==> config.mk <==
export PLATFORM = sky130hd
export DESIGN_NAME = periodic_task_due_scheduler_core
export DESIGN_NICKNAME = d
export VERILOG_FILES = /design/src/ptds_pkg.sv /design/src/ptds_alu.sv /design/src/periodic_task_due_scheduler_core.sv
export SDC_FILE = /design/constraint.sdc
export NUM_CORES = 2
export LEC_CHECK = 0
export ABC_AREA = 1
export BUFFER_PORTS_ARGS = -buffer_cell sky130_fd_sc_hd__buf_4
export CAP_MARGIN = 20
export CORE_ASPECT_RATIO = 1.25
export CORE_MARGIN = 2
export CORE_UTILIZATION = 41
export CTS_CLUSTER_SIZE = 16
export DETAILED_ROUTE_END_ITERATION = 10
export MAX_ROUTING_LAYER = met4
export PLACE_DENSITY_LB_ADDON = 0.08
export SLEW_MARGIN = 20
export SYNTH_ARGS = -nofsm -noshare
export SYNTH_HDL_FRONTEND = slang
export SYNTH_HIERARCHICAL = 1
export SYNTH_SLANG_ARGS = --single-unit
==> constraint.sdc <==
create_clock -name i_clk -period 18 [get_ports i_clk]
set_input_delay 0 -clock i_clk [delete_from_list [all_inputs] [get_ports i_clk]]
set_output_delay 0 -clock i_clk [all_outputs]
set_load 0.03 [all_outputs]
==> src/ptds_pkg.sv <==
// Package for the periodic task due scheduler.
// Holds shared constants, request and status codes, and the arithmetic unit interface types.
// No dependencies.
package ptds_pkg;

    localparam int NUM_TASKS_DEF = 4;
    localparam int MAX_TASKS     = 4;
    localparam int TIME_W        = 63;
    localparam int MASK_W        = 4;
    localparam int CFG_IDX_W     = 3;

    localparam logic [TIME_W-1:0] NS_PER_SEC = 63'd1000000000;

    localparam logic [1:0] REQ_PEEK     = 2'd0;
    localparam logic [1:0] REQ_COMPLETE = 2'd1;
    localparam logic [1:0] REQ_RESTART  = 2'd2;

    localparam logic [1:0] ST_OK     = 2'd0;
    localparam logic [1:0] ST_EMPTY  = 2'd1;
    localparam logic [1:0] ST_BADCFG = 2'd2;
    localparam logic [1:0] ST_OVF    = 2'd3;

    localparam logic [CFG_IDX_W-1:0] CFG_ENABLE  = 3'd0;
    localparam logic [CFG_IDX_W-1:0] CFG_RATE    = 3'd1;
    localparam logic [CFG_IDX_W-1:0] CFG_TIMING0 = 3'd2;

    typedef enum logic {
        ALU_MUL,
        ALU_DIV
    } t_alu_op;

    typedef struct packed {
        logic    start;
        t_alu_op op;
    } t_alu_req;

    typedef struct packed {
        logic done;
        logic ovf;
    } t_alu_rsp;

endpackage

==> src/ptds_alu.sv <==
// Iterative arithmetic unit: one bit per cycle shift-add multiply with overflow detection
// past the signed 64-bit range, and restoring divide of 64 bits by 32 bits.
// Depends on ptds_pkg.
module ptds_alu (
    input  logic                      i_clk,
    input  logic                      i_rst_n,
    input  ptds_pkg::t_alu_req        i_req,
    input  logic [63:0]               i_a,
    input  logic [ptds_pkg::TIME_W-1:0] i_b,
    output ptds_pkg::t_alu_rsp        o_rsp,
    output logic [63:0]               o_q,
    output logic [63:0]               o_acc
);

    logic                        r_busy;
    logic                        r_done;
    logic                        r_ovf;
    logic [6:0]                  r_cnt;
    ptds_pkg::t_alu_op           r_op;
    logic [63:0]                 r_a;
    logic [63:0]                 r_acc;
    logic [ptds_pkg::TIME_W-1:0] r_b;

    logic [63:0] n_addend;
    logic [64:0] n_sum;
    logic [32:0] n_part;
    logic [33:0] n_diff;
    logic        n_ge;

    always_comb begin
        n_addend = r_a[63] ? {1'b0, r_b} : 64'd0;
        n_sum    = {r_acc, 1'b0} + {1'b0, n_addend};
        n_part   = {r_acc[31:0], r_a[63]};
        n_diff   = {1'b0, n_part} - {2'b00, r_b[31:0]};
        n_ge     = !n_diff[33];
    end

    always_ff @(posedge i_clk) begin
        if (!i_rst_n) begin
            r_busy <= 1'b0;
            r_done <= 1'b0;
            r_ovf  <= 1'b0;
            r_cnt  <= 7'd0;
            r_op   <= ptds_pkg::ALU_MUL;
        end else begin
            r_done <= 1'b0;
            if (i_req.start) begin
                r_busy <= 1'b1;
                r_ovf  <= 1'b0;
                r_cnt  <= 7'd64;
                r_op   <= i_req.op;
                r_a    <= i_a;
                r_b    <= i_b;
                r_acc  <= 64'd0;
            end else if (r_busy) begin
                r_cnt <= r_cnt - 7'd1;
                if (r_cnt == 7'd1) begin
                    r_busy <= 1'b0;
                    r_done <= 1'b1;
                end
                case (r_op)
                    ptds_pkg::ALU_MUL: begin
                        r_acc <= n_sum[63:0];
                        r_a   <= {r_a[62:0], 1'b0};
                        if (n_sum[64:63] != 2'b00) begin
                            r_ovf <= 1'b1;
                        end
                    end
                    ptds_pkg::ALU_DIV: begin
                        r_acc <= {32'd0, n_ge ? n_diff[31:0] : n_part[31:0]};
                        r_a   <= {r_a[62:0], n_ge};
                    end
                    default: begin
                        r_acc <= r_acc;
                    end
                endcase
            end
        end
    end

    assign o_rsp.done = r_done;
    assign o_rsp.ovf  = r_ovf;
    assign o_q        = r_a;
    assign o_acc      = r_acc;

endmodule

==> src/periodic_task_due_scheduler_core.sv <==
// Periodic task due scheduler, top level.
// Sequencer, task state and result register around the shared iterative unit ptds_alu.
// Depends on ptds_pkg and ptds_alu.

// In a peek, one stored due time is compared per cycle.
// Restart and complete also reschedule each affected task through the single shared
// multiply/divide unit, which handles one bit per cycle: a task timed by a period takes one
// multiply, a task timed by a rate takes a divide, two multiplies and a divide. The input is
// not ready while a beat is in work; a finished result waits in the output register while
// the next beat is taken.
module periodic_task_due_scheduler_core #(
    parameter int NUM_TASKS = ptds_pkg::NUM_TASKS_DEF
) (
    input  logic                            i_clk,
    input  logic                            i_rst_n,
    input  logic                            i_cfg_we,
    input  logic [ptds_pkg::CFG_IDX_W-1:0]  i_cfg_idx,
    input  logic [ptds_pkg::TIME_W-1:0]     i_cfg_data,
    input  logic                            s_axis_tvalid,
    output logic                            s_axis_tready,
    // [63:0] compare time
    input  logic [63:0]                     s_axis_tdata,
    // [1:0] req_type
    input  logic [1:0]                      s_axis_tuser,
    output logic                            m_axis_tvalid,
    input  logic                            m_axis_tready,
    // [1:0] status, [2] due_now, [65:3] batch_time, [69:66] batch_mask
    output logic [71:0]                     m_axis_tdata
);

    localparam int NT = (NUM_TASKS > ptds_pkg::MAX_TASKS) ? ptds_pkg::MAX_TASKS : NUM_TASKS;
    localparam int TW = (NT > 1) ? $clog2(NT) : 1;
    localparam int KW = $clog2(NT + 1);

    typedef enum logic [3:0] {
        S_IDLE,
        S_SCAN,
        S_TASK,
        S_DIV_SEC,
        S_MUL_SEC,
        S_MUL_REM,
        S_DIV_FRAC,
        S_MUL_PER,
        S_DONE
    } t_state;

    t_state                      r_state;
    logic [ptds_pkg::MASK_W-1:0] r_enable;
    logic [ptds_pkg::MASK_W-1:0] r_rate;
    logic [ptds_pkg::TIME_W-1:0] r_timing [NT];
    logic [63:0]                 r_tick   [NT];
    logic [ptds_pkg::TIME_W-1:0] r_due    [NT];
    logic [NT-1:0]               r_sched;

    logic                        r_cmpl;
    logic [63:0]                 r_target;
    logic [KW-1:0]               r_k;
    logic [NT-1:0]               r_sel;
    logic [ptds_pkg::TIME_W-1:0] r_bt;
    logic [NT-1:0]               r_bm;
    logic                        r_any;
    logic                        r_dn;
    logic                        r_bad;
    logic                        r_ovf;
    logic                        r_empty;
    logic [31:0]                 r_rem;
    logic [ptds_pkg::TIME_W-1:0] r_p;

    logic                        r_mv;
    logic [1:0]                  r_status;
    logic                        r_due_now;
    logic [ptds_pkg::TIME_W-1:0] r_out_bt;
    logic [NT-1:0]               r_out_bm;

    ptds_pkg::t_alu_req          r_alu_req;
    logic [63:0]                 r_alu_a;
    logic [ptds_pkg::TIME_W-1:0] r_alu_b;
    ptds_pkg::t_alu_rsp          alu_rsp;
    logic [63:0]                 alu_q;
    logic [63:0]                 alu_acc;

    logic [TW-1:0]               idx;
    logic [NT-1:0]               n_valid;
    logic                        n_bad_any;
    logic                        n_accept;
    logic [63:0]                 n_tick;
    logic [63:0]                 n_sum;
    logic [NT-1:0]               n_bit;
    logic [1:0]                  n_status;

    ptds_alu u_alu (
        .i_clk   (i_clk),
        .i_rst_n (i_rst_n),
        .i_req   (r_alu_req),
        .i_a     (r_alu_a),
        .i_b     (r_alu_b),
        .o_rsp   (alu_rsp),
        .o_q     (alu_q),
        .o_acc   (alu_acc)
    );

    always_comb begin
        idx       = r_k[TW-1:0];
        n_accept  = s_axis_tvalid && s_axis_tready;
        n_bad_any = 1'b0;
        for (int j = 0; j < NT; j++) begin
            n_valid[j] = (r_timing[j] != '0) && !(r_rate[j] && (r_timing[j][62:32] != '0));
            if (r_enable[j] && !n_valid[j]) begin
                n_bad_any = 1'b1;
            end
        end
        n_tick   = r_tick[idx] + (r_cmpl ? 64'd2 : 64'd1);
        n_sum    = {1'b0, r_p} + alu_q;
        n_bit    = NT'(1) << idx;
        if (r_empty) begin
            n_status = ptds_pkg::ST_EMPTY;
        end else if (r_bad) begin
            n_status = ptds_pkg::ST_BADCFG;
        end else if (r_ovf) begin
            n_status = ptds_pkg::ST_OVF;
        end else begin
            n_status = ptds_pkg::ST_OK;
        end
    end

    always_ff @(posedge i_clk) begin
        if (!i_rst_n) begin
            r_state         <= S_IDLE;
            r_enable        <= '0;
            r_rate          <= '0;
            r_sched         <= '0;
            r_mv            <= 1'b0;
            r_alu_req.start <= 1'b0;
            r_alu_req.op    <= ptds_pkg::ALU_MUL;
            for (int j = 0; j < NT; j++) begin
                r_timing[j] <= '0;
                r_tick[j]   <= '0;
                r_due[j]    <= '0;
            end
        end else begin
            r_alu_req.start <= 1'b0;

            if (i_cfg_we) begin
                if (i_cfg_idx == ptds_pkg::CFG_ENABLE) begin
                    r_enable <= i_cfg_data[ptds_pkg::MASK_W-1:0];
                end else if (i_cfg_idx == ptds_pkg::CFG_RATE) begin
                    r_rate <= i_cfg_data[ptds_pkg::MASK_W-1:0];
                end
                for (int j = 0; j < NT; j++) begin
                    if (i_cfg_idx == ptds_pkg::CFG_IDX_W'(int'(ptds_pkg::CFG_TIMING0) + j)) begin
                        r_timing[j] <= i_cfg_data;
                    end
                end
            end

            if (m_axis_tvalid && m_axis_tready) begin
                r_mv <= 1'b0;
            end

            case (r_state)
                S_IDLE: begin
                    if (n_accept) begin
                        r_cmpl   <= (s_axis_tuser == ptds_pkg::REQ_COMPLETE);
                        r_target <= s_axis_tdata;
                        r_k      <= '0;
                        r_bt     <= '0;
                        r_bm     <= '0;
                        r_any    <= 1'b0;
                        r_dn     <= 1'b0;
                        r_bad    <= 1'b0;
                        r_ovf    <= 1'b0;
                        r_empty  <= 1'b0;
                        if (s_axis_tuser == ptds_pkg::REQ_RESTART) begin
                            r_sched <= '0;
                            r_sel   <= r_enable[NT-1:0];
                            for (int j = 0; j < NT; j++) begin
                                r_tick[j] <= '0;
                            end
                            if (n_bad_any) begin
                                r_bad   <= 1'b1;
                                r_state <= S_DONE;
                            end else begin
                                r_state <= S_TASK;
                            end
                        end else begin
                            r_state <= S_SCAN;
                        end
                    end
                end
                S_SCAN: begin
                    if (r_k == KW'(NT)) begin
                        r_k <= '0;
                        if (!r_any) begin
                            r_empty <= 1'b1;
                            r_state <= S_DONE;
                        end else begin
                            r_dn <= ($signed({1'b0, r_bt}) <= $signed(r_target));
                            if (r_cmpl) begin
                                r_sel   <= r_bm;
                                r_state <= S_TASK;
                            end else begin
                                r_state <= S_DONE;
                            end
                        end
                    end else begin
                        r_k <= r_k + KW'(1);
                        if (r_sched[idx]) begin
                            if (!r_any || (r_due[idx] < r_bt)) begin
                                r_bt  <= r_due[idx];
                                r_bm  <= n_bit;
                                r_any <= 1'b1;
                            end else if (r_due[idx] == r_bt) begin
                                r_bm <= r_bm | n_bit;
                            end
                        end
                    end
                end
                S_TASK: begin
                    if (r_k == KW'(NT)) begin
                        r_state <= S_DONE;
                    end else if (!r_sel[idx]) begin
                        r_k <= r_k + KW'(1);
                    end else begin
                        r_sched[idx] <= 1'b0;
                        if (r_cmpl) begin
                            r_tick[idx] <= r_tick[idx] + 64'd1;
                        end
                        if (!n_valid[idx]) begin
                            r_bad <= 1'b1;
                            r_k   <= r_k + KW'(1);
                        end else begin
                            r_alu_req.start <= 1'b1;
                            r_alu_a         <= n_tick;
                            r_alu_b         <= r_timing[idx];
                            if (r_rate[idx]) begin
                                r_alu_req.op <= ptds_pkg::ALU_DIV;
                                r_state      <= S_DIV_SEC;
                            end else begin
                                r_alu_req.op <= ptds_pkg::ALU_MUL;
                                r_state      <= S_MUL_PER;
                            end
                        end
                    end
                end
                S_DIV_SEC: begin
                    if (alu_rsp.done) begin
                        r_rem           <= alu_acc[31:0];
                        r_alu_req.start <= 1'b1;
                        r_alu_req.op    <= ptds_pkg::ALU_MUL;
                        r_alu_a         <= alu_q;
                        r_alu_b         <= ptds_pkg::NS_PER_SEC;
                        r_state         <= S_MUL_SEC;
                    end
                end
                S_MUL_SEC: begin
                    if (alu_rsp.done) begin
                        if (alu_rsp.ovf) begin
                            r_ovf   <= 1'b1;
                            r_k     <= r_k + KW'(1);
                            r_state <= S_TASK;
                        end else begin
                            r_p             <= alu_acc[ptds_pkg::TIME_W-1:0];
                            r_alu_req.start <= 1'b1;
                            r_alu_req.op    <= ptds_pkg::ALU_MUL;
                            r_alu_a         <= {32'd0, r_rem};
                            r_alu_b         <= ptds_pkg::NS_PER_SEC;
                            r_state         <= S_MUL_REM;
                        end
                    end
                end
                S_MUL_REM: begin
                    if (alu_rsp.done) begin
                        r_alu_req.start <= 1'b1;
                        r_alu_req.op    <= ptds_pkg::ALU_DIV;
                        r_alu_a         <= alu_acc;
                        r_alu_b         <= r_timing[idx];
                        r_state         <= S_DIV_FRAC;
                    end
                end
                S_DIV_FRAC: begin
                    if (alu_rsp.done) begin
                        if (n_sum[63]) begin
                            r_ovf <= 1'b1;
                        end else begin
                            r_due[idx]   <= n_sum[ptds_pkg::TIME_W-1:0];
                            r_sched[idx] <= 1'b1;
                        end
                        r_k     <= r_k + KW'(1);
                        r_state <= S_TASK;
                    end
                end
                S_MUL_PER: begin
                    if (alu_rsp.done) begin
                        if (alu_rsp.ovf) begin
                            r_ovf <= 1'b1;
                        end else begin
                            r_due[idx]   <= alu_acc[ptds_pkg::TIME_W-1:0];
                            r_sched[idx] <= 1'b1;
                        end
                        r_k     <= r_k + KW'(1);
                        r_state <= S_TASK;
                    end
                end
                S_DONE: begin
                    if (!r_mv || m_axis_tready) begin
                        r_mv      <= 1'b1;
                        r_status  <= n_status;
                        r_due_now <= r_dn;
                        r_out_bt  <= r_bt;
                        r_out_bm  <= r_bm;
                        r_state   <= S_IDLE;
                    end
                end
                default: begin
                    r_state <= S_IDLE;
                end
            endcase
        end
    end

    assign s_axis_tready = (r_state == S_IDLE) && i_rst_n;
    assign m_axis_tvalid = r_mv;
    assign m_axis_tdata  = {2'b00, ptds_pkg::MASK_W'(r_out_bm), r_out_bt, r_due_now, r_status};

    a_sched_quiet: assert property (@(posedge i_clk) disable iff (!i_rst_n)
        (r_state == S_IDLE && !n_accept) |=> $stable(r_sched))
        else $error("schedule changed while idle");

    a_done_when_waiting: assert property (@(posedge i_clk) disable iff (!i_rst_n)
        alu_rsp.done |-> (r_state == S_DIV_SEC || r_state == S_MUL_SEC ||
                          r_state == S_MUL_REM || r_state == S_DIV_FRAC ||
                          r_state == S_MUL_PER))
        else $error("arithmetic result arrived with no operation pending");

    a_empty_zero: assert property (@(posedge i_clk) disable iff (!i_rst_n)
        (m_axis_tvalid && r_status == ptds_pkg::ST_EMPTY) |-> (r_out_bm == '0 && r_out_bt == '0))
        else $error("empty result carries a batch");

endmodule

Word level (Yosys, flattened, before mapping)
Memories as Yosys holds them, arrays and structs flattened. A register that Yosys moved wholly into a read port is not among the register bits.
Cells that the tools add are included.

storage, ports and cells
  bits in registers = 657
  bits of input ports = 137
  output and inout bits = 74
  memories = 3
  word-level logic and storage cells = 380
  memory bits (writable) = 760

operators by class
  bitwise logic cells = 18
  reductions and logical operators = 74
  muxes and demuxes = 189
  $add $sub $neg = 7
  equality and inequality tests = 49
  shift-type cells = 1
  order comparisons = 4

memory list
  name      words  bits a word  rd ports  clocked after memory_dff  wr ports  line                                    RTL
  r_tick    4      64           1         1                         4         periodic_task_due_scheduler_core.sv:51  logic [63:0] r_tick [NT];
  r_due     4      63           1         1                         4         periodic_task_due_scheduler_core.sv:52  logic [ptds_pkg::TIME_W-1:0] r_due [NT];
  r_timing  4      63           5         1                         4         periodic_task_due_scheduler_core.sv:50  logic [ptds_pkg::TIME_W-1:0] r_timing [NT];

operators by type and width
  cell                                                              number
  63-bit two-way mux                                                18
  64-bit two-way mux                                                15
  64-bit case mux with 2 select lines                               2
  64-bit case mux with 4 select lines                               1
  63-bit case mux with 4 select lines                               1
  63-bit nonzero test                                               4
  4-bit two-way mux                                                 32
  63-bit case mux with 2 select lines                               1
  31-bit nonzero test                                               4
  1-bit two-way mux                                                 75
  65-bit by 64-bit adder with 65-bit output                         1
  63-bit by 64-bit adder with 64-bit output                         1
  64-bit by 1-bit adder with 64-bit output (second input constant)  1
  64-bit by 2-bit adder with 64-bit output                          1
  64-bit <= comparator                                              1
  64-bit OR reduction                                               1
  63-bit == test                                                    1
  63-bit less-than comparator                                       1
  63-bit OR reduction                                               1
  2-bit inequality test (second input constant)                     18
  33-bit by 32-bit subtractor with 34-bit output                    1
  32-bit two-way mux                                                1
  4-bit case mux with 8 select lines                                1
  2-bit two-way mux                                                 15
  51 further kinds                                                  144

Longest topological paths before layout
An unclocked memory read counts as a cell.

  depth after elaboration = 15
  mapped depth = 26
  gate-level depth less buffers = 19

Hierarchy
Netlist, hierarchy kept.

modules (own cells, without submodules)
  module                            seq. area each (um2)  area an instance (um2)  instances  cells an instance
  periodic_task_due_scheduler_core  36,334.8              62,540.0                1          6,724
  ptds_alu                          5,955.7               15,060.7                1          2,141

Worst setup path before layout
Ideal clock, no wire load.

  path type = register to register
  start = register r_k[1]
  end = register r_alu_a[0], enable pin
  period minus slack after synthesis = 7,698 ps
  setup slack = 10,302 ps
  buffers on the path = 1
  library setup time = 614 ps
  data required time = 17,386 ps
  data arrival time = 7,084 ps
  cell stages (with the launch flop) = 11
  cells stage by stage = edfxtp_1 clkbuf_1 clkinv_1 ha_1 nand2_1 nor2_1 inv_1 nand2_1 nor4_1 nand2_1 nor2_1

between the ends
  cells in the longest elaborated chain, start to end = 4
  elaborated cells on any way between the ends = 9
  classes of those cells = eq/ne (4); mux (4); reduce/logical (1)

ends and longest elaborated chain
  item                                                          line                                                                              RTL
  from (decl)                                                   periodic_task_due_scheduler_core.sv:57                                            logic [KW-1:0] r_k;
  from (signal assigned)                                        periodic_task_due_scheduler_core.sv:206                                           r_k <= r_k + KW'(1);
  from (signal assigned)                                        periodic_task_due_scheduler_core.sv:222                                           r_k <= r_k + KW'(1);
  from (signal assigned)                                        periodic_task_due_scheduler_core.sv:230                                           r_k <= r_k + KW'(1);
  1-bit binary-select mux with 2-bit select (on tied branches)  periodic_task_due_scheduler_core.sv:228, periodic_task_due_scheduler_core.sv:221
  1-bit two-way mux (on tied branches)                          periodic_task_due_scheduler_core.sv:228, periodic_task_due_scheduler_core.sv:221
  2-bit inequality test (no line)                               n/a
  9-bit AND reduction (no line) (*)                             n/a
  to (signal assigned)                                          periodic_task_due_scheduler_core.sv:233                                           r_alu_a <= n_tick;
  to (signal assigned)                                          periodic_task_due_scheduler_core.sv:250                                           r_alu_a <= alu_q;
  to (signal assigned)                                          periodic_task_due_scheduler_core.sv:265                                           r_alu_a <= {32'd0, r_rem};
  to (decl)                                                     periodic_task_due_scheduler_core.sv:76                                            logic [63:0] r_alu_a;

Every way passes the cells marked *; elsewhere a longest branch is shown, timed or not. The select of a mux whose other input is x is not followed.
A chain may end at the register's enable or synchronous reset.

==> results.ini <==
[detailed_routing]
first_iter_violations=4834
wirelength_mm=279.3
drtAntennaViolNets=0
vias_per_cell=5.254
vias=62444
routedWlPerCell_um=23.50
drt_first_pass_iters=8
drc_errors=0

[die]
io_pins=211
coreArea_um2=188200
dieArea_um2=192800
std_cell_rows=178
start_util_pct=41.23
die_h_um=490.4
die_w_um=393.1

[worst_setup_path]
worstPathRequired_ps=18450
reg2reg_depth=18
critPathCapture=r_bt[22]
start_kind=flop
cp_slowest_cell=dfxtp_4
critPathCaptureType=flop
crit_top_cell=nand2_1
cp_num_cells=18
reg2reg_slack_ps=11930
crit_family=buffers and inverters
r2r-end=r_bt[22]
crit_path_max_incr_delay_ps=790
cp_max_fo=76
cp.buffers_inverters=4
crit_arrival_ps=6520
crit_chain=buf_4 -> buf_4 -> nor2_1 -> nor2_1 -> o21ai_0 -> nand2_1 -> ha_1 -> a21oi_1 -> o21a_1 -> o221ai_1 -> a21oi_1 -> nand2_1 -> nand2_1 -> nand2_1 -> nand2_1 -> nand2_1 -> inv_2 -> buf_4
path_class=reg2reg

[grt]
grtUsageTotal_pct=29.50
overflow=0
grt_pass1_vias=62109
grt_pass1_wl_mm=407.3
grt_max_degree=119
antenna_found_initial=21

[sta]
setup_ws_ps=11930
fin_tns_setup_ps=0
hold_ws_ps=56.36
slew_headroom_pct=24.62
hold_viol=0
min_period_ps=6075
worstMarginPinSlew_ps=1131
clock_skew_ps=48.69
clock.fmax_ghz=0.1646
slew_violations=0
setup_viol=0
rsz0062_at_grt=false
final_min_period_over_clock_period_pct=33.75

[cts]
cts.reportedPaths.clkPinSlew_ps=60
h-tree-depth=4
cts_tree=done
clockRootBuffer=clkbuf_16
cts_resized=0
cts.sinks=1419
clkLatencyLatePin_ps=840
clock_path_buffers=3
numCtsBuffers=157

[yosys]
syn-cell-area_um2=77600
synth_edf_count=1387
yosysSeqAreaShare_pct=54.50
syn_inst=8865
synth.yosys.warnings=6
yosysTopAreaCellShare_pct=53.67
synth_top_cells_by_area=edfxtp_1 (54%), nand2_1 (9.6%), nor2_1 (9.5%)
yosysMostFrequentCell=nand2_1
yosysTopAreaCell=edfxtp_1
avgSynthCellArea_um2=8.754
synth_top_flop_cell=edfxtp_1
ys_types=71
synthArstFlopShare_pct=0
ys_seq_elements=1419
synth_common_cells=nand2_1 (1993), nor2_1 (1958), edfxtp_1 (1387)

[layout]
regArea_um2=42300
multi_input_area_um2=30240
final_cells=11885
drive_above_1_share_pct=7.331
final_area_um2=88610
areaGrowthSynthToFinish_pct=14.19
fillers=18371
nets=9667

[power_and_ir_drop]
p_int_w=0.007343
power_frac_seq_pct=36.8
powerDensity_nw_per_um2=142.1
comb_power_share_pct=38.0
clkPwrFrac_pct=25.1
irDropWorstVdd_mv=0.09751
netSwitchingFraction_pct=41.66
p_leak_nw=36.39
p_sw_w=0.005244

[placed_design]
dp.final_hpwl_mm=205.6
dp_slack_ps=11850
placed_cell_area_um2=81420
port_buffers=208
place_inst=11377
gp_congestion=0.9899

[flow_run]
maxCapViolations=0

[status]
status=completed

[min_path]
min-delay-path-class=in2reg

==> sequential cells by signal, indices dropped and copies added, names as in the netlist, 64 cells and up, named ones only <==
register,flops
r_timing,252
r_alu_a,64
r_due,252
r_target,64
u_alu/o_q,64
u_alu/o_acc,64
r_tick,256
==> metal layers <==
metal	part of all wire (%)	vias up	GRT usage [%]	wire length, um
li1	-	30033	-	-
met1	40	30146	35.28	112900
met2	50	1781	50.35	140200
met3	4.4	484	2.930	12300
met4	4.9	0	12.87	13810
met5	0	-	-	0
==> per-stage QoR <==
step	utilization, %	power (W)
global route	47.08	0.01330
CTS	47.06	0.01265
detailed placement	43.26	0.009436
global placement	43.26	0.009408
finish	47.09	0.01259
floorplan	-	0.007665
==> worst min-delay path, cell delays in order <==
cell           delay [ps]
dlygate4sd3_1         520
buf_4                 100
inv_1                  70
nor2_1                100
==> layout by cell type (no fill, tap or decap), types with 29 or more instances in the layout <==
cell type,netlist,layout
dlygate4sd3_1,0,216
dfxtp_1,32,29
clkinv_1,7,47
buf_4,25,286
ha_1,293,293
nor3_1,48,45
xor2_1,75,75
inv_1,915,911
clkbuf_16,0,158
o21bai_1,34,34
a21oi_1,516,515
nand4_1,48,48
nand3_1,346,345
clkbuf_1,152,34
nand2_2,37,46
o21ai_0,476,475
nand2_1,1993,1979
edfxtp_1,1387,1387
nor2_1,1958,1951
xnor2_1,73,73
nor2_2,25,29
==> how the worst min path moves through the flow <==
stage | startpoint | endpoint | slack (ps) | depth (start not counted)
after floorplan | s_axis_tdata[0] | r_target[0] | 100 | 0
after global placement | s_axis_tdata[45] | r_target[45] | 180 | 1
after detailed placement | s_axis_tdata[10] | r_target[10] | 180 | 1
after CTS | i_cfg_data[39] | r_timing[0][39] | 2 | 4
after global routing | i_cfg_data[50] | r_timing[1][50] | 60 | 4
final | i_cfg_data[49] | r_timing[3][49] | 60 | 4
==> area by class of cell <==
| cell class | instances | share of cell area (%) |
|---|---|---|
| flip-flops and latches | 1419 | 47.74 |
| multi-input cells | 6204 | 34.12 |
| repair buffers | 503 | 4.894 |
| clock buffers | 195 | 4.653 |
| inverters | 948 | 4.043 |
| well taps | 2520 | 3.558 |
| clock inverters | 89 | 0.9771 |
| diodes | 7 | 0.01977 |
==> cell families after synthesis <==
kind of cell | count (synthesis) | share of synthesized area, %
buf+inv | 1243 | 6.730
compound gates | 1191 | 8.350
other cells | 1 | 0.004832
flops | 1419 | 54.50
simple gates | 4555 | 23.69
fa+ha+maj | 297 | 4.827
xor+xnor | 159 | 1.901
==> what timing repair did <==
action	4_1_cts	5_1_grt
endpoints found under the hold margin	404	0
hold buffers	216	0
setup buffers	0	0
==> power groups by stage <==
stage / Clock [W] / Combinational (W) / Sequential [W]
3_5_place_dp: 0 / 0.00473 / 0.00471
5_1_grt: 0.00335 / 0.00528 / 0.00467
6_report: 0.00316 / 0.00479 / 0.00464
4_1_cts: 0.00322 / 0.00479 / 0.00464
3_3_place_gp: 0 / 0.00471 / 0.00470
2_1_floorplan: 0 / 0.00318 / 0.00448
Note: power is estimated with default switching activity, not from simulation.
